[src/tfs_pkg.sv]
// ------------------------------------------------------------------------
// tfs_pkg
// codes and constants of the thermostat with fan scheduler
// ------------------------------------------------------------------------
package tfs_pkg;

    localparam int CFG_IDX_W  = 3;
    localparam int CFG_DATA_W = 32;
    localparam int TEMP_W     = 15;
    localparam int SEC_W      = 23;

    localparam int HYST     = 50;
    localparam int MS_PER_S = 1000;

    // mode codes
    localparam logic [1:0] MODE_IDLE  = 2'd0;
    localparam logic [1:0] MODE_HEAT  = 2'd1;
    localparam logic [1:0] MODE_COOL  = 2'd2;
    localparam logic [1:0] MODE_FAULT = 2'd3;

    // register indexes
    localparam logic [CFG_IDX_W-1:0] REG_THRESHOLD = 3'd0;
    localparam logic [CFG_IDX_W-1:0] REG_HEAT_MAX  = 3'd1;
    localparam logic [CFG_IDX_W-1:0] REG_COOLDOWN  = 3'd2;
    localparam logic [CFG_IDX_W-1:0] REG_FAN_INT   = 3'd3;
    localparam logic [CFG_IDX_W-1:0] REG_FAN_DUR   = 3'd4;
    localparam logic [CFG_IDX_W-1:0] REG_FAN_EN    = 3'd5;

endpackage

[src/tfs_regs.sv]
// ------------------------------------------------------------------------
// tfs_regs
// configuration registers; time limits kept in ms, clamped to the time range
// ------------------------------------------------------------------------
module tfs_regs
    import tfs_pkg::*;
#(
    parameter int TIME_BITS = 32
)
(
    input  logic                        clk,
    input  logic                        rst_n,
    input  logic                        cfg_valid,
    input  logic [CFG_IDX_W-1:0]        cfg_index,
    input  logic [CFG_DATA_W-1:0]       cfg_data,
    output logic signed [TEMP_W-1:0]    threshold,
    output logic [TIME_BITS-1:0]        heat_lim,
    output logic [TIME_BITS-1:0]        cool_lim,
    output logic [TIME_BITS-1:0]        fan_int_lim,
    output logic [TIME_BITS-1:0]        fan_dur_lim,
    output logic                        fan_enable
);

    localparam int CW = (TIME_BITS > 33) ? TIME_BITS : 33;

    function automatic logic [TIME_BITS-1:0] clamp_time(input logic [32:0] x);
        logic [CW-1:0] wide;
        logic [CW-1:0] tmask;
        begin
            wide  = CW'(x);
            tmask = CW'({TIME_BITS{1'b1}});
            clamp_time = (wide > tmask) ? {TIME_BITS{1'b1}} : TIME_BITS'(wide);
        end
    endfunction

    logic signed [TEMP_W-1:0]  threshold_reg;
    logic [TIME_BITS-1:0]      heat_lim_reg;
    logic [TIME_BITS-1:0]      cool_lim_reg;
    logic [TIME_BITS-1:0]      fan_int_lim_reg;
    logic [TIME_BITS-1:0]      fan_dur_lim_reg;
    logic                      fan_enable_reg;
    logic [32:0]               sec_ms;

    // seconds to ms
    assign sec_ms = 33'(cfg_data[SEC_W-1:0]) * 33'(MS_PER_S);

    always_ff @(posedge clk or negedge rst_n)
    begin
        if (!rst_n)
        begin
            threshold_reg   <= 15'sd2000;
            heat_lim_reg    <= clamp_time(33'd600000);
            cool_lim_reg    <= clamp_time(33'd300000);
            fan_int_lim_reg <= clamp_time(33'd3600000);
            fan_dur_lim_reg <= clamp_time(33'd300000);
            fan_enable_reg  <= 1'b1;
        end
        else if (cfg_valid)
        begin
            case (cfg_index)
                REG_THRESHOLD: threshold_reg   <= signed'(cfg_data[TEMP_W-1:0]);
                REG_HEAT_MAX:  heat_lim_reg    <= clamp_time({1'b0, cfg_data});
                REG_COOLDOWN:  cool_lim_reg    <= clamp_time({1'b0, cfg_data});
                REG_FAN_INT:   fan_int_lim_reg <= clamp_time(sec_ms);
                REG_FAN_DUR:   fan_dur_lim_reg <= clamp_time(sec_ms);
                REG_FAN_EN:    fan_enable_reg  <= cfg_data[0];
                default: ;
            endcase
        end
    end

    assign threshold   = threshold_reg;
    assign heat_lim    = heat_lim_reg;
    assign cool_lim    = cool_lim_reg;
    assign fan_int_lim = fan_int_lim_reg;
    assign fan_dur_lim = fan_dur_lim_reg;
    assign fan_enable  = fan_enable_reg;

endmodule

[src/thermostat_with_fan_scheduler.sv]
// ------------------------------------------------------------------------
// thermostat_with_fan_scheduler
// bang-bang thermostat with hysteresis, fault latch and periodic fan runs
// ------------------------------------------------------------------------
// channel   direction  handshake             word
// in        input      in_valid / in_ready   now_ms, temp_centi_c, sensor_ok
// out       output     out_valid / out_ready heater_drive, fan_drive,
//                                            mode_now, watchdog_feed
// cfg       input      cfg_valid / cfg_ready cfg_index, cfg_data
//
// one word per cycle sustained while out_ready holds; a word passes the input
// register, then one pass of compare logic into the result register
// state updates when a word moves from the input register to the result
// register, so back-to-back words see each other's state
// a stalled result holds the result register; an empty input register fills
// reset gives idle mode, fan off, zero time marks and default registers
// ------------------------------------------------------------------------
module thermostat_with_fan_scheduler
    import tfs_pkg::*;
#(
    parameter int TIME_BITS = 32
)
(
    input  logic                      clk,
    input  logic                      rst_n,
    input  logic                      in_valid,
    output logic                      in_ready,
    input  logic [31:0]               now_ms,
    input  logic signed [TEMP_W-1:0]  temp_centi_c,
    input  logic                      sensor_ok,
    output logic                      out_valid,
    input  logic                      out_ready,
    output logic                      heater_drive,
    output logic                      fan_drive,
    output logic [1:0]                mode_now,
    output logic                      watchdog_feed,
    input  logic                      cfg_valid,
    output logic                      cfg_ready,
    input  logic [CFG_IDX_W-1:0]      cfg_index,
    input  logic [CFG_DATA_W-1:0]     cfg_data
);

    typedef enum logic [1:0]
    {
        ST_IDLE  = MODE_IDLE,
        ST_HEAT  = MODE_HEAT,
        ST_COOL  = MODE_COOL,
        ST_FAULT = MODE_FAULT
    } mode_state_t;

    typedef logic [TIME_BITS-1:0] time_t;

    function automatic time_t elapsed(input time_t now, input time_t since);
        begin
            elapsed = now - since;
        end
    endfunction

    logic signed [TEMP_W-1:0] threshold;
    time_t                    heat_lim;
    time_t                    cool_lim;
    time_t                    fan_int_lim;
    time_t                    fan_dur_lim;
    logic                     fan_enable;

    tfs_regs #(
        .TIME_BITS (TIME_BITS)
    ) u_regs (
        .clk         (clk),
        .rst_n       (rst_n),
        .cfg_valid   (cfg_valid),
        .cfg_index   (cfg_index),
        .cfg_data    (cfg_data),
        .threshold   (threshold),
        .heat_lim    (heat_lim),
        .cool_lim    (cool_lim),
        .fan_int_lim (fan_int_lim),
        .fan_dur_lim (fan_dur_lim),
        .fan_enable  (fan_enable)
    );

    assign cfg_ready = 1'b1;

    // input register
    logic                     s1_valid_reg, s1_valid_next;
    logic [31:0]              s1_now_reg;
    logic signed [TEMP_W-1:0] s1_temp_reg;
    logic                     s1_ok_reg;

    // thermostat and fan state
    mode_state_t mode_reg, mode_next;
    time_t       mode_start_reg, mode_start_next;
    logic        fault_heat_reg, fault_heat_next;
    logic        fan_active_reg, fan_active_next;
    time_t       fan_start_reg, fan_start_next;
    time_t       fan_last_reg, fan_last_next;
    logic        fan_deferred_reg, fan_deferred_next;

    // result register
    logic        out_valid_reg, out_valid_next;
    logic        heater_reg;
    logic        fan_reg;
    logic [1:0]  mode_out_reg;
    logic        feed_reg, feed_next;

    logic                      advance;
    logic                      in_take;
    time_t                     now_t;
    logic                      take_sample;
    logic signed [TEMP_W:0]    thr_low;
    logic signed [TEMP_W:0]    temp_ext;

    assign advance  = s1_valid_reg & (~out_valid_reg | out_ready);
    assign in_ready = ~s1_valid_reg | advance;
    assign in_take  = in_valid & in_ready;

    assign s1_valid_next  = in_take | (s1_valid_reg & ~advance);
    assign out_valid_next = advance | (out_valid_reg & ~out_ready);

    assign now_t    = TIME_BITS'(s1_now_reg);
    assign thr_low  = {threshold[TEMP_W-1], threshold} - (TEMP_W+1)'(HYST);
    assign temp_ext = {s1_temp_reg[TEMP_W-1], s1_temp_reg};

    always_comb
    begin
        mode_next         = mode_reg;
        mode_start_next   = mode_start_reg;
        fault_heat_next   = fault_heat_reg;
        fan_active_next   = fan_active_reg;
        fan_start_next    = fan_start_reg;
        fan_last_next     = fan_last_reg;
        fan_deferred_next = fan_deferred_reg;
        feed_next         = 1'b0;
        take_sample       = 1'b1;

        if (mode_reg != ST_FAULT)
        begin
            // heating time-out comes before the sample
            if (mode_reg == ST_HEAT && elapsed(now_t, mode_start_reg) >= heat_lim)
            begin
                mode_next       = ST_COOL;
                mode_start_next = now_t;
                take_sample     = 1'b0;
            end

            if (take_sample && !s1_ok_reg)
            begin
                fault_heat_next = (mode_reg == ST_HEAT);
                mode_next       = ST_FAULT;
            end
            else if (take_sample)
            begin
                feed_next = 1'b1;
                case (mode_reg)
                    ST_IDLE:
                    begin
                        if (temp_ext <= thr_low && !fan_active_reg)
                        begin
                            mode_next       = ST_HEAT;
                            mode_start_next = now_t;
                        end
                    end
                    ST_HEAT:
                    begin
                        if (s1_temp_reg >= threshold)
                        begin
                            mode_next       = ST_COOL;
                            mode_start_next = now_t;
                        end
                    end
                    default:
                    begin
                        if (elapsed(now_t, mode_start_reg) >= cool_lim)
                        begin
                            mode_next       = ST_IDLE;
                            mode_start_next = now_t;
                        end
                    end
                endcase
            end

            if (mode_next != ST_FAULT)
            begin
                if (!fan_enable)
                begin
                    fan_active_next   = 1'b0;
                    fan_deferred_next = 1'b0;
                    fan_last_next     = now_t;
                end
                else if (fan_active_reg)
                begin
                    if (elapsed(now_t, fan_start_reg) >= fan_dur_lim)
                    begin
                        fan_active_next = 1'b0;
                        fan_last_next   = now_t;
                    end
                end
                else if (fan_deferred_reg)
                begin
                    if (mode_next != ST_HEAT)
                    begin
                        fan_active_next   = 1'b1;
                        fan_start_next    = now_t;
                        fan_deferred_next = 1'b0;
                    end
                end
                else if (elapsed(now_t, fan_last_reg) >= fan_int_lim)
                begin
                    if (mode_next == ST_HEAT)
                    begin
                        fan_deferred_next = 1'b1;
                    end
                    else
                    begin
                        fan_active_next = 1'b1;
                        fan_start_next  = now_t;
                    end
                end
            end
        end
    end

    always_ff @(posedge clk or negedge rst_n)
    begin
        if (!rst_n)
        begin
            s1_valid_reg     <= 1'b0;
            s1_now_reg       <= '0;
            s1_temp_reg      <= '0;
            s1_ok_reg        <= 1'b0;
            mode_reg         <= ST_IDLE;
            mode_start_reg   <= '0;
            fault_heat_reg   <= 1'b0;
            fan_active_reg   <= 1'b0;
            fan_start_reg    <= '0;
            fan_last_reg     <= '0;
            fan_deferred_reg <= 1'b0;
            out_valid_reg    <= 1'b0;
            heater_reg       <= 1'b0;
            fan_reg          <= 1'b0;
            mode_out_reg     <= MODE_IDLE;
            feed_reg         <= 1'b0;
        end
        else
        begin
            s1_valid_reg  <= s1_valid_next;
            out_valid_reg <= out_valid_next;
            if (in_take)
            begin
                s1_now_reg  <= now_ms;
                s1_temp_reg <= temp_centi_c;
                s1_ok_reg   <= sensor_ok;
            end
            if (advance)
            begin
                mode_reg         <= mode_next;
                mode_start_reg   <= mode_start_next;
                fault_heat_reg   <= fault_heat_next;
                fan_active_reg   <= fan_active_next;
                fan_start_reg    <= fan_start_next;
                fan_last_reg     <= fan_last_next;
                fan_deferred_reg <= fan_deferred_next;
                heater_reg       <= (mode_next == ST_HEAT) ||
                                    (mode_next == ST_FAULT && fault_heat_next);
                fan_reg          <= fan_active_next;
                mode_out_reg     <= mode_next;
                feed_reg         <= feed_next;
            end
        end
    end

    assign out_valid     = out_valid_reg;
    assign heater_drive  = heater_reg;
    assign fan_drive     = fan_reg;
    assign mode_now      = mode_out_reg;
    assign watchdog_feed = feed_reg;

endmodule

[config.mk]
export PLATFORM = sky130hd
export DESIGN_NAME = thermostat_with_fan_scheduler
export DESIGN_NICKNAME = d
export VERILOG_FILES = /design/src/tfs_pkg.sv /design/src/tfs_regs.sv /design/src/thermostat_with_fan_scheduler.sv
export SDC_FILE = /design/constraint.sdc
export NUM_CORES = 1
export LEC_CHECK = 0
export BUFFER_PORTS_ARGS = -buffer_cell sky130_fd_sc_hd__buf_2
export CAP_MARGIN = 20
export CORE_AREA = 2 2 244 246
export DETAILED_ROUTE_END_ITERATION = 12
export DIE_AREA = 0 0 246 248
export PLACE_DENSITY_LB_ADDON = 0.1
export SLEW_MARGIN = 30
export SYNTH_ARGS = -nofsm -noshare
export SYNTH_HDL_FRONTEND = slang
export SYNTH_SLANG_ARGS = --single-unit
export TNS_END_PERCENT = 5
[constraint.sdc]
create_clock -name clk -period 7.25 [get_ports clk]
set_clock_uncertainty 0.15 [all_clocks]
set_input_delay 0.3625 -clock clk [delete_from_list [all_inputs] [get_ports clk]]
set_output_delay 0.3625 -clock clk [all_outputs]
set_load 0.02 [all_outputs]
==> flow_summary.html, run 1 <==
<table>
<tr><th>Metric</th><th>Value</th></tr>
<tr><th colspan="2">Global routing</th></tr>
<tr><td>Remaining Overflow, GRT</td><td>0</td></tr>
<tr><td>Wire length of the first global-routing pass</td><td>95.7 mm</td></tr>
<tr><td>Vias in the first global route</td><td>17200</td></tr>
<tr><td>Number of antenna violations at the first check in global routing</td><td>0</td></tr>
<tr><td>Pin count of the biggest net entering global routing</td><td>113</td></tr>
<tr><td>All-Layer GR Usage</td><td>0.201</td></tr>
<tr><th colspan="2">Floorplan</th></tr>
<tr><td>Row count</td><td>89</td></tr>
<tr><td>Number of placed I/O pins</td><td>96</td></tr>
<tr><td>Die Y-Extent</td><td>248 um</td></tr>
<tr><td>Core Footprint</td><td>58500 sq um</td></tr>
<tr><td>Width of the chip</td><td>246 um</td></tr>
<tr><td>Full die area</td><td>61000 sq um</td></tr>
<tr><td>Initial standard-cell utilization of the core</td><td>0.397</td></tr>
<tr><th colspan="2">Finish</th></tr>
<tr><td>Share of post-route cells with drive strength above 1</td><td>0.145</td></tr>
<tr><td>Layout overhead on the synthesized area</td><td>14.5%</td></tr>
<tr><td>Count of antenna diodes in the layout</td><td>0</td></tr>
<tr><td>Nets@finish</td><td>3029</td></tr>
<tr><td>Final standard cell area without fillers</td><td>26600 sq um</td></tr>
<tr><th colspan="2">Critical path</th></tr>
<tr><td>Maximum net fanout on the critical path</td><td>32</td></tr>
<tr><td>RR Startpoint</td><td>now_t[0]</td></tr>
<tr><td>Kind of start point of the critical path</td><td>flip-flop</td></tr>
<tr><td>Reg2Reg Setup Slack</td><td>0.65 ns</td></tr>
<tr><td>Number of cell instances on the worst register-to-register path</td><td>26</td></tr>
<tr><td>Endpoint type of the worst setup path</td><td>flip-flop</td></tr>
<tr><td>Capture instance of the worst register-to-register path</td><td>fan_start_reg[0]</td></tr>
<tr><td>CP Data Arrival Time</td><td>6.89 ns</td></tr>
<tr><td>Worst endpoint required time</td><td>7.53 ns</td></tr>
<tr><td>Crit-path max cell delay</td><td>0.45 ns</td></tr>
<tr><td>Crit-path slowest cell</td><td>sky130_fd_sc_hd__o31ai_1</td></tr>
<tr><td>Setup Crit Path Kind</td><td>flip-flop to flip-flop</td></tr>
<tr><th colspan="2">Place</th></tr>
<tr><td>Final Wtd Congestion</td><td>0.879</td></tr>
<tr><td>DP HPWL</td><td>45.5 mm</td></tr>
<tr><td>Placement Cell Area</td><td>24600 sq um</td></tr>
<tr><td>Count of buffers inserted at the top-level ports</td><td>94</td></tr>
<tr><th colspan="2">Pwr</th></tr>
<tr><td>IR Drop Worst-Case VDD</td><td>0.000215 V</td></tr>
<tr><td>Leakage power</td><td>12.6 nW</td></tr>
<tr><td>Power density relative to cell area</td><td>487 nW/um^2</td></tr>
<tr><th colspan="2">Routing</th></tr>
<tr><td>Average routed wire per standard cell</td><td>17.7 um</td></tr>
<tr><td>Total length of routed wires</td><td>59.0 mm</td></tr>
<tr><td>Post-DR vias/cell</td><td>5.16</td></tr>
<tr><td>Vias after detailed routing</td><td>17200</td></tr>
<tr><td>DRC violations left</td><td>0</td></tr>
<tr><td>ANT nets after route</td><td>0</td></tr>
<tr><td>Iteration-0 DRC count of the detailed router</td><td>804</td></tr>
<tr><td>Number of search-and-repair iterations in the first detailed-routing pass</td><td>5</td></tr>
<tr><th colspan="2">Flow run</th></tr>
<tr><td>Max-capacitance violation count</td><td>0</td></tr>
<tr><th colspan="2">Timing</th></tr>
<tr><td>Final Max Slew Viols</td><td>0</td></tr>
<tr><td>FMAX</td><td>151 MHz</td></tr>
<tr><td>Final critical path time including I/O delays and setup</td><td>6.60 ns</td></tr>
<tr><td>Final number of hold-violating endpoints</td><td>0</td></tr>
<tr><td>Setup tns final</td><td>0 ns</td></tr>
<tr><td>Pin slew with the least headroom to its limit</td><td>0.894 ns</td></tr>
<tr><td>Setup repair after global routing missed its margin</td><td>false</td></tr>
<tr><td>Normalized max-slew margin</td><td>0.398</td></tr>
<tr><td>Number of setup violations in the final report</td><td>0</td></tr>
<tr><td>Final cycle utilization of the critical path</td><td>0.911</td></tr>
<tr><th colspan="2">Logic synthesis</th></tr>
<tr><td>Post-synthesis register bit count</td><td>293</td></tr>
<tr><td>Count of flip-flops with a built-in enable after synthesis</td><td>0</td></tr>
<tr><td>Post-synth ARST share</td><td>1.00</td></tr>
<tr><td>Post-synth design cell area</td><td>23200 sq um</td></tr>
<tr><td>Cell count after synthesis</td><td>2375</td></tr>
<tr><td>Syn. warnings</td><td>0</td></tr>
<tr><td>Commonest register cell after synthesis</td><td>sky130_fd_sc_hd__dfrtp_1</td></tr>
<tr><td>Number of nets produced by synthesis</td><td>2867</td></tr>
<tr><td>Register area share after synthesis</td><td>0.318</td></tr>
<tr><td>Syn_area_per_cell</td><td>9.78 sq um</td></tr>
<tr><td>Distinct cell type count of the synthesized netlist</td><td>79</td></tr>
<tr><th colspan="2">Clocking</th></tr>
<tr><td>Total clock buffers created by CTS</td><td>40</td></tr>
<tr><td>Clock sinks</td><td>293</td></tr>
<tr><td>CTS H-Tree Depth</td><td>2</td></tr>
<tr><td>Max clock buf depth</td><td>3</td></tr>
<tr><td>Skew-Pair Late Insertion Delay</td><td>0.56 ns</td></tr>
<tr><td>Clock-pin transition on the worst setup and hold timing paths</td><td>0.06 ns</td></tr>
<tr><td>TritonCTS clock tree</td><td>yes</td></tr>
<tr><td>Post-cts sizing count</td><td>0</td></tr>
<tr><td>Clock root buffer master</td><td>sky130_fd_sc_hd__clkbuf_16</td></tr>
<tr><th colspan="2">Hold path</th></tr>
<tr><td>Worst Hold Class</td><td>primary input to flip-flop</td></tr>
<tr><td>Worst hold stages</td><td>3</td></tr>
<tr><td>Endpoint with the worst hold slack</td><td>u_regs.threshold[8]</td></tr>
<tr><td>Worst hold start</td><td>cfg_data[8]</td></tr>
<tr><th colspan="2">Run status</th></tr>
<tr><td>Run status</td><td>finished, final reports clean</td></tr>
</table>
[cells by family after synthesis]
group                      after synthesis  share of synthesized area
other                                    1                   0.000161
and+or+nand+nor                        498                      0.100
AOI/OAI and AO/OA                      577                      0.157
adders and majority gates              404                      0.245
xor gates and xnor gates               119                     0.0449
buffers and inverters                  331                     0.0558
muxes                                  152                     0.0785
DFF                                    293                      0.318
[synth_stat cells, types with 4 or more instances]
cell type	count	area, sq um
sky130_fd_sc_hd__a2111oi_0	4	35.0
sky130_fd_sc_hd__a211o_1	5	43.8
sky130_fd_sc_hd__a211oi_1	16	120
sky130_fd_sc_hd__a21o_1	86	646
sky130_fd_sc_hd__a21oi_1	173	866
sky130_fd_sc_hd__a31oi_1	24	150
sky130_fd_sc_hd__and3_1	16	100
sky130_fd_sc_hd__buf_2	6	30.0
sky130_fd_sc_hd__buf_4	6	45.0
sky130_fd_sc_hd__clkbuf_1	36	135
sky130_fd_sc_hd__dfrtp_1	251	6280
sky130_fd_sc_hd__dfstp_2	42	1100
sky130_fd_sc_hd__fa_1	85	1700
sky130_fd_sc_hd__ha_1	319	3990
sky130_fd_sc_hd__inv_1	277	1040
sky130_fd_sc_hd__mux2_1	31	349
sky130_fd_sc_hd__mux2_2	89	1000
sky130_fd_sc_hd__mux2_4	30	450
sky130_fd_sc_hd__nand2_1	145	544
sky130_fd_sc_hd__nand2b_1	34	213
sky130_fd_sc_hd__nand3_1	25	125
sky130_fd_sc_hd__nand4_1	30	188
sky130_fd_sc_hd__nor2_1	143	537
sky130_fd_sc_hd__nor2b_1	23	144
sky130_fd_sc_hd__nor3_1	53	265
sky130_fd_sc_hd__nor4_1	7	43.8
sky130_fd_sc_hd__o211ai_1	11	82.6
sky130_fd_sc_hd__o21a_1	32	240
sky130_fd_sc_hd__o21ai_0	150	751
sky130_fd_sc_hd__o21ai_2	5	43.8
sky130_fd_sc_hd__o21bai_1	15	113
sky130_fd_sc_hd__o31a_1	5	43.8
sky130_fd_sc_hd__o31ai_1	4	30.0
sky130_fd_sc_hd__or3_1	7	43.8
sky130_fd_sc_hd__xnor2_1	87	762
sky130_fd_sc_hd__xor2_1	32	280
[through the flow]
stage	util	total power, mW	hold slack [ns]	setup slack [ns]	cells
after detailed placement	0.421	11.0	0.331	0.624	3202
after global placement	0.421	10.9	0.323	0.824	3202
after global routing	0.455	14.3	0.0304	0.120	3340
after floorplan	-	8.71	-0.0831	1.72	2375
final	0.455	12.9	0.0280	0.648	3340
after CTS	0.454	13.1	0.000621	0.575	3337
[repair_timing]
| item | CTS | global route |
|---|---|---|
| hold endpoints to repair | 140 | 0 |
| hold buffers | 63 | 0 |
| endpoints found under the setup margin | 0 | 31 |
| buffers inserted | 0 | 2 |
[power breakdown]
part	switching, mW	total [mW]	internal, mW	leakage (nW)
Sequential	0.348	2.59	2.24	3.42
Combinational	4.81	8.40	3.59	8.56
Clock	0.779	1.96	1.18	0.640
Total	5.94	12.9	7.01	12.6
[critical path: cells and delay by family, from the launching register on]
family | cells | cell delay, ns
mux | 1 | 0.36
fa+ha+maj | 3 | 0.90
buf+inv | 4 | 0.59
compound gates | 11 | 2.56
xor+xnor | 1 | 0.14
simple gates | 6 | 1.30
flops | 1 | 0.41
[worst max-delay path by stage]
stage                        start               end  slack [ns]  cells after the start
after CTS                 now_t[0]  fan_start_reg[0]        0.58                     25
after floorplan           now_t[0]  fan_last_reg[10]        1.72                     26
final                     now_t[0]  fan_start_reg[0]        0.65                     26
after detailed placement  now_t[0]  fan_start_reg[0]        0.62                     25
after global placement    now_t[0]  fan_start_reg[0]        0.82                     25
after global routing      now_t[0]  fan_start_reg[0]        0.12                     26
[cells in the final DEF (no fill, tap or decap), types with 34 or more instances in the layout]
cell | synthesis | routed
sky130_fd_sc_hd__a21oi_1 | 173 | 172
sky130_fd_sc_hd__nand2b_1 | 34 | 34
sky130_fd_sc_hd__xnor2_1 | 87 | 87
sky130_fd_sc_hd__nand2_1 | 145 | 144
sky130_fd_sc_hd__dfrtp_1 | 251 | 251
sky130_fd_sc_hd__clkbuf_16 | 0 | 41
sky130_fd_sc_hd__ha_1 | 319 | 319
sky130_fd_sc_hd__buf_2 | 6 | 93
sky130_fd_sc_hd__dlygate4sd3_1 | 0 | 63
sky130_fd_sc_hd__fa_1 | 85 | 85
sky130_fd_sc_hd__o21ai_0 | 150 | 150
sky130_fd_sc_hd__nor2_1 | 143 | 141
sky130_fd_sc_hd__nor3_1 | 53 | 51
sky130_fd_sc_hd__dfstp_2 | 42 | 42
sky130_fd_sc_hd__inv_1 | 277 | 277
sky130_fd_sc_hd__a21o_1 | 86 | 86
sky130_fd_sc_hd__mux2_2 | 89 | 89
[cell type report]
type	instances	area [sq um]
Sequential cell	293	7380
Inverter	277	1040
Clock inverter	17	146
Clock buffer	55	1150
Multi-Input combinational cell	1751	14600
Timing Repair Buffer	174	1300
Tap cell	773	967
Fill cell	5672	31900
[layer usage]
layer | vias to the layer above | share of wire | routed length [um] | track usage
li1 | 8600 | - | - | -
met1 | 8343 | 0.46 | 26900 | 0.264
met2 | 217 | 0.49 | 28900 | 0.346
met3 | 71 | 0.030 | 1790 | 0.0263
met4 | 0 | 0.024 | 1390 | 0.0533
met5 | - | 0 | 0 | 0
Power figures use the tool's default switching activity.
==> inputs of run 2 (changes only) <==
--- a/config.mk
+++ b/config.mk
@@ -10,6 +10,7 @@
 export CORE_AREA = 2 2 244 246
 export DETAILED_ROUTE_END_ITERATION = 12
 export DIE_AREA = 0 0 246 248
+export HOLD_SLACK_MARGIN = 0.1
 export PLACE_DENSITY_LB_ADDON = 0.1
 export SLEW_MARGIN = 30
 export SYNTH_ARGS = -nofsm -noshare
==> run 2 against run 1 <==
Compared with the run above: power hardly changed; largest cell class unchanged; critical path type unchanged; critical path depth did not move; non-clock buffer count increased by 20; sequential share of layout area down 0.21 points; count of clock-buffer cells in the layout unchanged; clock power hardly changed; final cell count grew 0.60%; routed wire length up 0.40%; utilization up 0.34 points; first-iteration DRC count fell by 2.2%.
==> flow_summary.html, run 2 (same netlist as run 1, synthesis figures left out) <==
<table>
<tr><th>Metric</th><th>Value</th></tr>
<tr><th colspan="2">Run status</th></tr>
<tr><td>Run status</td><td>finished, final reports clean (unchanged)</td></tr>
<tr><th colspan="2">Pwr</th></tr>
<tr><td>Internal power summed over all cells</td><td>7.01 mW (about the same)</td></tr>
<tr><td>Final Total Pwr</td><td>12.9 mW (about the same)</td></tr>
<tr><td>Share of power burned in the clock network</td><td>0.151 (about the same)</td></tr>
<tr><td>Power density relative to cell area</td><td>484 nW/um^2 (was 487 nW/um^2)</td></tr>
<tr><td>IR Drop Worst-Case VDD</td><td>0.000215 V (about the same)</td></tr>
<tr><td>Part of the total power dissipated in combinational logic</td><td>0.649 (about the same)</td></tr>
<tr><td>Switching share of power</td><td>0.459 (about the same)</td></tr>
<tr><td>Leakage power</td><td>12.7 nW (was 12.6 nW)</td></tr>
<tr><td>Reported net switching power</td><td>5.94 mW (about the same)</td></tr>
<tr><td>Sequential group share of total power</td><td>0.200 (about the same)</td></tr>
<tr><th colspan="2">Place</th></tr>
<tr><td>DP HPWL</td><td>45.5 mm (unchanged)</td></tr>
<tr><td>Count of buffers inserted at the top-level ports</td><td>94 (unchanged)</td></tr>
<tr><td>Placement Cell Area</td><td>24600 sq um (unchanged)</td></tr>
<tr><td>Final Wtd Congestion</td><td>0.879 (unchanged)</td></tr>
<tr><th colspan="2">Floorplan</th></tr>
<tr><td>Core Footprint</td><td>58500 sq um (unchanged)</td></tr>
<tr><td>Full die area</td><td>61000 sq um (unchanged)</td></tr>
<tr><td>Row count</td><td>89 (unchanged)</td></tr>
<tr><td>Width of the chip</td><td>246 um (unchanged)</td></tr>
<tr><td>Number of placed I/O pins</td><td>96 (unchanged)</td></tr>
<tr><td>Die Y-Extent</td><td>248 um (unchanged)</td></tr>
<tr><td>Initial standard-cell utilization of the core</td><td>0.397 (unchanged)</td></tr>
<tr><th colspan="2">Clocking</th></tr>
<tr><td>Max clock buf depth</td><td>3 (unchanged)</td></tr>
<tr><td>Clock root buffer master</td><td>sky130_fd_sc_hd__clkbuf_16 (unchanged)</td></tr>
<tr><td>Clock sinks</td><td>293 (unchanged)</td></tr>
<tr><td>Clock-pin transition on the worst setup and hold timing paths</td><td>0.07 ns (was 0.06 ns)</td></tr>
<tr><td>CTS H-Tree Depth</td><td>2 (unchanged)</td></tr>
<tr><td>TritonCTS clock tree</td><td>yes (unchanged)</td></tr>
<tr><td>Total clock buffers created by CTS</td><td>40 (unchanged)</td></tr>
<tr><td>Post-cts sizing count</td><td>0 (unchanged)</td></tr>
<tr><td>Skew-Pair Late Insertion Delay</td><td>0.57 ns (was 0.56 ns)</td></tr>
<tr><th colspan="2">Routing</th></tr>
<tr><td>ANT nets after route</td><td>0 (unchanged)</td></tr>
<tr><td>Number of search-and-repair iterations in the first detailed-routing pass</td><td>5 (unchanged)</td></tr>
<tr><td>Vias after detailed routing</td><td>17300 (was 17200)</td></tr>
<tr><td>Average routed wire per standard cell</td><td>17.6 um (was 17.7 um)</td></tr>
<tr><td>DRC violations left</td><td>0 (unchanged)</td></tr>
<tr><td>Total length of routed wires</td><td>59.2 mm (was 59.0 mm)</td></tr>
<tr><td>Post-DR vias/cell</td><td>5.15 (was 5.16)</td></tr>
<tr><td>Iteration-0 DRC count of the detailed router</td><td>786 (was 804)</td></tr>
<tr><th colspan="2">Timing</th></tr>
<tr><td>Final number of hold-violating endpoints</td><td>0 (unchanged)</td></tr>
<tr><td>Final critical path time including I/O delays and setup</td><td>6.60 ns (about the same)</td></tr>
<tr><td>FMAX</td><td>152 MHz (was 151 MHz)</td></tr>
<tr><td>Setup tns final</td><td>0 ns (unchanged)</td></tr>
<tr><td>Number of setup violations in the final report</td><td>0 (unchanged)</td></tr>
<tr><td>Final Max Slew Viols</td><td>0 (unchanged)</td></tr>
<tr><td>Final cycle utilization of the critical path</td><td>0.910 (was 0.911)</td></tr>
<tr><td>Normalized max-slew margin</td><td>0.402 (was 0.398)</td></tr>
<tr><td>Setup repair after global routing missed its margin</td><td>false (unchanged)</td></tr>
<tr><td>Pin slew with the least headroom to its limit</td><td>0.888 ns (was 0.894 ns)</td></tr>
<tr><th colspan="2">Global routing</th></tr>
<tr><td>Met3 layer usage reported by global route</td><td>0.0269 (was 0.0263)</td></tr>
<tr><td>Wire length of the first global-routing pass</td><td>96.1 mm (was 95.7 mm)</td></tr>
<tr><td>Routing usage on met1</td><td>0.264 (about the same)</td></tr>
<tr><td>All-Layer GR Usage</td><td>0.201 (about the same)</td></tr>
<tr><td>Number of antenna violations at the first check in global routing</td><td>0 (unchanged)</td></tr>
<tr><td>Vias in the first global route</td><td>17400 (was 17200)</td></tr>
<tr><td>Remaining Overflow, GRT</td><td>0 (unchanged)</td></tr>
<tr><td>Gr busiest metal</td><td>met2 (unchanged)</td></tr>
<tr><td>Met2 track demand over resource</td><td>0.347 (was 0.346)</td></tr>
<tr><td>Pin count of the biggest net entering global routing</td><td>113 (unchanged)</td></tr>
<tr><th colspan="2">Hold path</th></tr>
<tr><td>Worst Hold Class</td><td>primary input to asynchronous set/reset pin (was primary input to flip-flop)</td></tr>
<tr><th colspan="2">Finish</th></tr>
<tr><td>Layout overhead on the synthesized area</td><td>15.3% (was 14.5%)</td></tr>
<tr><td>Most common cell after layout, fill and taps aside</td><td>sky130_fd_sc_hd__ha_1 (unchanged)</td></tr>
<tr><td>Final standard cell area without fillers</td><td>26800 sq um (was 26600 sq um)</td></tr>
<tr><td>Fill cells</td><td>5662 (was 5672)</td></tr>
<tr><td>Count of antenna diodes in the layout</td><td>0 (unchanged)</td></tr>
<tr><td>Leading cell types in the layout, fill and taps excluded</td><td>sky130_fd_sc_hd__ha_1 (319), sky130_fd_sc_hd__inv_1 (277), sky130_fd_sc_hd__dfrtp_1 (251), sky130_fd_sc_hd__a21oi_1 (172), sky130_fd_sc_hd__o21ai_0 (150) (unchanged)</td></tr>
<tr><td>Nets@finish</td><td>3049 (was 3029)</td></tr>
<tr><td>Share of post-route cells with drive strength above 1</td><td>0.143 (was 0.145)</td></tr>
<tr><th colspan="2">Critical path</th></tr>
<tr><td>Crit-path slowest cell</td><td>sky130_fd_sc_hd__o31ai_1 (unchanged)</td></tr>
<tr><td>Endpoint type of the worst setup path</td><td>flip-flop (unchanged)</td></tr>
<tr><td>CP Data Arrival Time</td><td>6.89 ns (about the same)</td></tr>
<tr><td>Kind of start point of the critical path</td><td>flip-flop (unchanged)</td></tr>
<tr><td>Setup Crit Path Kind</td><td>flip-flop to flip-flop (unchanged)</td></tr>
<tr><td>Crit-path max cell delay</td><td>0.46 ns (was 0.45 ns)</td></tr>
<tr><td>Maximum net fanout on the critical path</td><td>32 (unchanged)</td></tr>
<tr><td>Top delay family on crit path</td><td>compound AO/OA/AOI/OAI gates (unchanged)</td></tr>
<tr><td>Bufs and invs on worst path</td><td>4 (unchanged)</td></tr>
<tr><td>Worst endpoint required time</td><td>7.54 ns (was 7.53 ns)</td></tr>
<tr><th colspan="2">Flow run</th></tr>
<tr><td>Max-capacitance violation count</td><td>0 (unchanged)</td></tr>
</table>
run 2: changes by cell type in the layout (fill, tap and decap cells not counted), sizes merged:
| cell | delta |
|---|---|
| dlygate4sd3 | +20 |
run 2: power by group through the flow:
| stage | registers [mW] | logic [mW] | clock network [mW] |
|---|---|---|---|
| global route | 2.67 | 9.51 | 2.09 |
| finish | 2.59 | 8.40 | 1.96 |
| global placement | 2.61 | 8.24 | 0 |
| floorplan | 2.51 | 6.20 | 0 |
| detailed placement | 2.62 | 8.39 | 0 |
| CTS | 2.60 | 8.50 | 2.03 |
run 2: layout make-up:
| type | count | area, sq um | area share |
|---|---|---|---|
| clock buffers | 55 | 1150 | 0.0429 |
| clock inverters | 17 | 146 | 0.00547 |
| repair buffers | 194 | 1500 | 0.0560 |
| well taps | 773 | 967 | 0.0361 |
| inverters | 277 | 1040 | 0.0388 |
| multi-input cells | 1751 | 14600 | 0.545 |
| flip-flops and latches | 293 | 7380 | 0.276 |
run 2: per-layer routing:
| metal | part of all wire | vias up |
|---|---|---|
| li1 | - | 8643 |
| met1 | 0.45 | 8367 |
| met2 | 0.49 | 219 |
| met3 | 0.031 | 73 |
| met4 | 0.024 | 0 |
| met5 | 0 | - |
run 2: repair_timing:
| item | 4_1_cts | 5_1_grt |
|---|---|---|
| setup endpoints to repair | 0 | 31 |
| hold buffers | 83 | 0 |
| setup buffers | 0 | 2 |
| endpoints found under the hold margin | 193 | 0 |
run 2: path summary, 6_finish.rpt:
kind	startpoint	end	slack, ns	cells past startpoint
max	now_t[0]	fan_start_reg[0]	0.65	26
min	rst_n	s1_temp_reg[7]	0.12	2
max reg2reg	now_t[0]	fan_start_reg[0]	0.65	26
min reg2reg	fan_last_reg[29]	fan_last_reg[29]	0.34	1
max in group asynchronous	rst_n	now_t[23]	5.38	4
min in group clk	cfg_index[1]	u_regs.fan_enable	0.19	3
run 2: per-stage QoR:
stage                     hold slack [ns]  std cells  setup slack (ns)  utilization
final                               0.115       3360             0.650        0.458
after global routing                0.108       3360             0.120        0.458
after CTS                           0.141       3357             0.575        0.457
after detailed placement            0.331       3202             0.624        0.421
after global placement              0.323       3202             0.824        0.421
after floorplan                   -0.0831       2375              1.72            -
==> inputs of run 3 (changes only) <==
--- a/config.mk
+++ b/config.mk
@@ -7,9 +7,9 @@
 export LEC_CHECK = 0
 export BUFFER_PORTS_ARGS = -buffer_cell sky130_fd_sc_hd__buf_2
 export CAP_MARGIN = 20
-export CORE_AREA = 2 2 244 246
+export CORE_AREA = 2 2 231 233
 export DETAILED_ROUTE_END_ITERATION = 12
-export DIE_AREA = 0 0 246 248
+export DIE_AREA = 0 0 233 235
 export HOLD_SLACK_MARGIN = 0.1
 export PLACE_DENSITY_LB_ADDON = 0.1
 export SLEW_MARGIN = 30
==> run 3 against run 2 <==
Compared with the run above: final cell count is 2.6% lower; count of clock-buffer cells in the layout is the same; first-iteration DRC count rose by 11%; clock power about the same; die area fell by 10%; global-route usage is 2.0 points higher; largest power group unchanged; routed wire length down 0.95%; sequential share of layout area is 0.16 points higher.
==> flow_summary.html, run 3 (same netlist as run 1, synthesis figures left out) <==
<table>
<tr><th>Metric</th><th>Value</th></tr>
<tr><th colspan="2">Pwr</th></tr>
<tr><td>Sequential group share of total power</td><td>0.202 (was 0.200)</td></tr>
<tr><td>Internal power summed over all cells</td><td>7.01 mW (about the same)</td></tr>
<tr><td>Part of the total power dissipated in combinational logic</td><td>0.648 (was 0.649)</td></tr>
<tr><td>Switching share of power</td><td>0.457 (was 0.459)</td></tr>
<tr><td>IR Drop Worst-Case VDD</td><td>0.000237 V (was 0.000215 V)</td></tr>
<tr><td>Reported net switching power</td><td>5.89 mW (was 5.94 mW)</td></tr>
<tr><td>Leakage power</td><td>12.7 nW (about the same)</td></tr>
<tr><td>Share of power burned in the clock network</td><td>0.150 (was 0.151)</td></tr>
<tr><td>Power density relative to cell area</td><td>485 nW/um^2 (was 484 nW/um^2)</td></tr>
<tr><th colspan="2">Finish</th></tr>
<tr><td>Fill cells</td><td>4888 (was 5662)</td></tr>
<tr><td>Layout overhead on the synthesized area</td><td>14.6% (was 15.3%)</td></tr>
<tr><td>Number of cells in the finished layout apart from fillers</td><td>3272 (was 3360)</td></tr>
<tr><td>Most common cell after layout, fill and taps aside</td><td>sky130_fd_sc_hd__ha_1 (unchanged)</td></tr>
<tr><td>Share of post-route cells with drive strength above 1</td><td>0.142 (was 0.143)</td></tr>
<tr><td>Leading cell types in the layout, fill and taps excluded</td><td>sky130_fd_sc_hd__ha_1 (319), sky130_fd_sc_hd__inv_1 (277), sky130_fd_sc_hd__dfrtp_1 (251), sky130_fd_sc_hd__a21oi_1 (172), sky130_fd_sc_hd__o21ai_0 (150) (unchanged)</td></tr>
<tr><td>Count of antenna diodes in the layout</td><td>0 (unchanged)</td></tr>
<tr><td>Nets@finish</td><td>3047 (was 3049)</td></tr>
<tr><td>Final standard cell area without fillers</td><td>26600 sq um (was 26800 sq um)</td></tr>
<tr><th colspan="2">Floorplan</th></tr>
<tr><td>Die Y-Extent</td><td>235 um (was 248 um)</td></tr>
<tr><td>Initial standard-cell utilization of the core</td><td>0.445 (was 0.397)</td></tr>
<tr><td>Row count</td><td>84 (was 89)</td></tr>
<tr><td>Full die area</td><td>54800 sq um (was 61000 sq um)</td></tr>
<tr><td>Core Footprint</td><td>52200 sq um (was 58500 sq um)</td></tr>
<tr><td>Width of the chip</td><td>233 um (was 246 um)</td></tr>
<tr><td>Number of placed I/O pins</td><td>96 (unchanged)</td></tr>
<tr><th colspan="2">Critical path</th></tr>
<tr><td>Kind of start point of the critical path</td><td>flip-flop (unchanged)</td></tr>
<tr><td>Maximum net fanout on the critical path</td><td>33 (was 32)</td></tr>
<tr><td>Number of cell instances on the worst register-to-register path</td><td>25 (was 26)</td></tr>
<tr><td>Capturing element of the worst setup path</td><td>fan_last_reg[0] (was fan_start_reg[0])</td></tr>
<tr><td>Crit-path slowest cell</td><td>sky130_fd_sc_hd__o31ai_1 (unchanged)</td></tr>
<tr><td>Worst Setup SP</td><td>now_t[0] (unchanged)</td></tr>
<tr><td>Endpoint type of the worst setup path</td><td>flip-flop (unchanged)</td></tr>
<tr><td>Capture instance of the worst register-to-register path</td><td>fan_last_reg[0] (was fan_start_reg[0])</td></tr>
<tr><td>Setup Crit Path Kind</td><td>flip-flop to flip-flop (unchanged)</td></tr>
<tr><td>Worst endpoint required time</td><td>7.53 ns (was 7.54 ns)</td></tr>
<tr><td>RR Startpoint</td><td>now_t[0] (unchanged)</td></tr>
<tr><td>Crit-path max cell delay</td><td>0.44 ns (was 0.46 ns)</td></tr>
<tr><td>CP Data Arrival Time</td><td>6.87 ns (was 6.89 ns)</td></tr>
<tr><td>Reg2Reg Setup Slack</td><td>0.67 ns (was 0.65 ns)</td></tr>
<tr><th colspan="2">Global routing</th></tr>
<tr><td>Vias in the first global route</td><td>17900 (was 17400)</td></tr>
<tr><td>Wire length of the first global-routing pass</td><td>95.4 mm (was 96.1 mm)</td></tr>
<tr><td>All-Layer GR Usage</td><td>0.221 (was 0.201)</td></tr>
<tr><td>Number of antenna violations at the first check in global routing</td><td>0 (unchanged)</td></tr>
<tr><td>Remaining Overflow, GRT</td><td>0 (unchanged)</td></tr>
<tr><td>Pin count of the biggest net entering global routing</td><td>120 (was 113)</td></tr>
<tr><th colspan="2">Place</th></tr>
<tr><td>Setup slack after placement</td><td>0.713 ns (was 0.624 ns)</td></tr>
<tr><td>Placement Cell Area</td><td>24500 sq um (was 24600 sq um)</td></tr>
<tr><td>DP HPWL</td><td>45.4 mm (was 45.5 mm)</td></tr>
<tr><td>Number of instances in the placed design</td><td>3119 (was 3202)</td></tr>
<tr><td>Final Wtd Congestion</td><td>0.877 (was 0.879)</td></tr>
<tr><td>Count of buffers inserted at the top-level ports</td><td>94 (unchanged)</td></tr>
<tr><th colspan="2">Routing</th></tr>
<tr><td>DRC violations left</td><td>0 (unchanged)</td></tr>
<tr><td>Total length of routed wires</td><td>58.6 mm (was 59.2 mm)</td></tr>
<tr><td>Iteration-0 DRC count of the detailed router</td><td>871 (was 786)</td></tr>
<tr><td>ANT nets after route</td><td>0 (unchanged)</td></tr>
<tr><td>Number of search-and-repair iterations in the first detailed-routing pass</td><td>5 (unchanged)</td></tr>
<tr><td>Detailed-routing wirelength on met1</td><td>25.7 mm (was 26.9 mm)</td></tr>
<tr><td>Wire length on met2</td><td>29.7 mm (was 29.1 mm)</td></tr>
<tr><td>Average routed wire per standard cell</td><td>17.9 um (was 17.6 um)</td></tr>
<tr><td>Highest metal layer used by the detailed router</td><td>met4 (unchanged)</td></tr>
<tr><td>Vias after detailed routing</td><td>17400 (was 17300)</td></tr>
<tr><td>Total met3 wirelength after detailed routing</td><td>1.81 mm (about the same)</td></tr>
<tr><td>Post-DR vias/cell</td><td>5.33 (was 5.15)</td></tr>
<tr><th colspan="2">Clocking</th></tr>
<tr><td>Post-cts sizing count</td><td>0 (unchanged)</td></tr>
<tr><td>Skew-Pair Late Insertion Delay</td><td>0.56 ns (was 0.57 ns)</td></tr>
<tr><td>Number of buffers inserted to repair setup after CTS</td><td>0 (unchanged)</td></tr>
<tr><td>Clock sinks</td><td>293 (unchanged)</td></tr>
<tr><td>Clock-pin transition on the worst setup and hold timing paths</td><td>0.06 ns (was 0.07 ns)</td></tr>
<tr><td>CTS H-Tree Depth</td><td>2 (unchanged)</td></tr>
<tr><td>Clock root buffer master</td><td>sky130_fd_sc_hd__clkbuf_16 (unchanged)</td></tr>
<tr><td>Total clock buffers created by CTS</td><td>38 (was 40)</td></tr>
<tr><td>TritonCTS clock tree</td><td>yes (unchanged)</td></tr>
<tr><td>Number of hold-repair buffers added at the cts stage</td><td>84 (was 83)</td></tr>
<tr><td>Max clock buf depth</td><td>3 (unchanged)</td></tr>
<tr><th colspan="2">Timing</th></tr>
<tr><td>Hold Worst Slack</td><td>0.170 ns (was 0.115 ns)</td></tr>
<tr><td>FMAX</td><td>152 MHz (about the same)</td></tr>
<tr><td>Number of setup violations in the final report</td><td>0 (unchanged)</td></tr>
<tr><td>Final critical path time including I/O delays and setup</td><td>6.58 ns (was 6.60 ns)</td></tr>
<tr><td>Final cycle utilization of the critical path</td><td>0.908 (was 0.910)</td></tr>
<tr><td>Normalized max-slew margin</td><td>0.430 (was 0.402)</td></tr>
<tr><td>Final Max Slew Viols</td><td>0 (unchanged)</td></tr>
<tr><td>Setup tns final</td><td>0 ns (unchanged)</td></tr>
<tr><td>Pin slew with the least headroom to its limit</td><td>0.855 ns (was 0.888 ns)</td></tr>
<tr><td>Setup repair after global routing missed its margin</td><td>false (unchanged)</td></tr>
<tr><td>Final number of hold-violating endpoints</td><td>0 (unchanged)</td></tr>
<tr><td>Setup ws final</td><td>0.665 ns (was 0.650 ns)</td></tr>
<tr><th colspan="2">Hold path</th></tr>
<tr><td>Worst hold stages</td><td>3</td></tr>
<tr><td>Worst Hold Class</td><td>primary input to flip-flop (was primary input to asynchronous set/reset pin)</td></tr>
<tr><th colspan="2">Run status</th></tr>
<tr><td>Run status</td><td>finished, final reports clean (unchanged)</td></tr>
<tr><th colspan="2">Flow run</th></tr>
<tr><td>Max-capacitance violation count</td><td>0 (unchanged)</td></tr>
</table>
==> run 3: worst max-delay path, delay by kind of cell (launching register included) <==
kind / cells / cell delay (ns)
adder cells (fa/ha/maj): 3 / 0.88
multiplexers: 1 / 0.39
AO/OA/AOI/OAI: 12 / 2.82
buffers and inverters: 3 / 0.58
XOR/XNOR: 1 / 0.14
flip-flops: 1 / 0.41
AND/OR/NAND/NOR: 5 / 1.03
==> run 3: final cells by class <==
type	instances	area (sq um)	area share
Sequential cell	293	7380	0.277
Tap cell	688	861	0.0323
Clock inverter	14	154	0.00578
Clock buffer	55	1130	0.0423
Inverter	277	1040	0.0391
Multi-Input combinational cell	1751	14600	0.548
Timing Repair Buffer	194	1470	0.0551
==> run 3: power groups by stage <==
stage               clock network (mW)  logic (mW)  registers [mW]
floorplan                            0        6.20            2.51
global placement                     0        8.18            2.62
detailed placement                   0        8.35            2.63
CTS                               2.00        8.45            2.61
global route                      2.07        9.49            2.67
finish                            1.94        8.36            2.60
==> run 3: per-layer routing <==
metal | vias up | global-route usage
met3 | 71 | 0.0269
li1 | 8633 | -
met4 | 0 | 0.0618
met2 | 250 | 0.390
met1 | 8493 | 0.283
met5 | - | 0
==> run 3: how the worst min path moves through the flow <==
stage                     slack (ns)            endpoint         start
after floorplan                -0.08    fan_deferred_reg         rst_n
after global placement          0.18  u_regs.heat_lim[3]         rst_n
after detailed placement        0.19  u_regs.heat_lim[3]         rst_n
after CTS                       0.14   u_regs.fan_enable  cfg_index[2]
after global routing            0.18   u_regs.fan_enable  cfg_index[2]
final                           0.17   u_regs.fan_enable  cfg_index[2]
==> run 3: per-stage QoR <==
step | util | power (mW)
6_report | 0.510 | 12.9
5_1_grt | 0.510 | 14.2
4_1_cts | 0.510 | 13.1
3_5_place_dp | 0.469 | 11.0
3_3_place_gp | 0.469 | 10.8
2_1_floorplan | - | 8.71
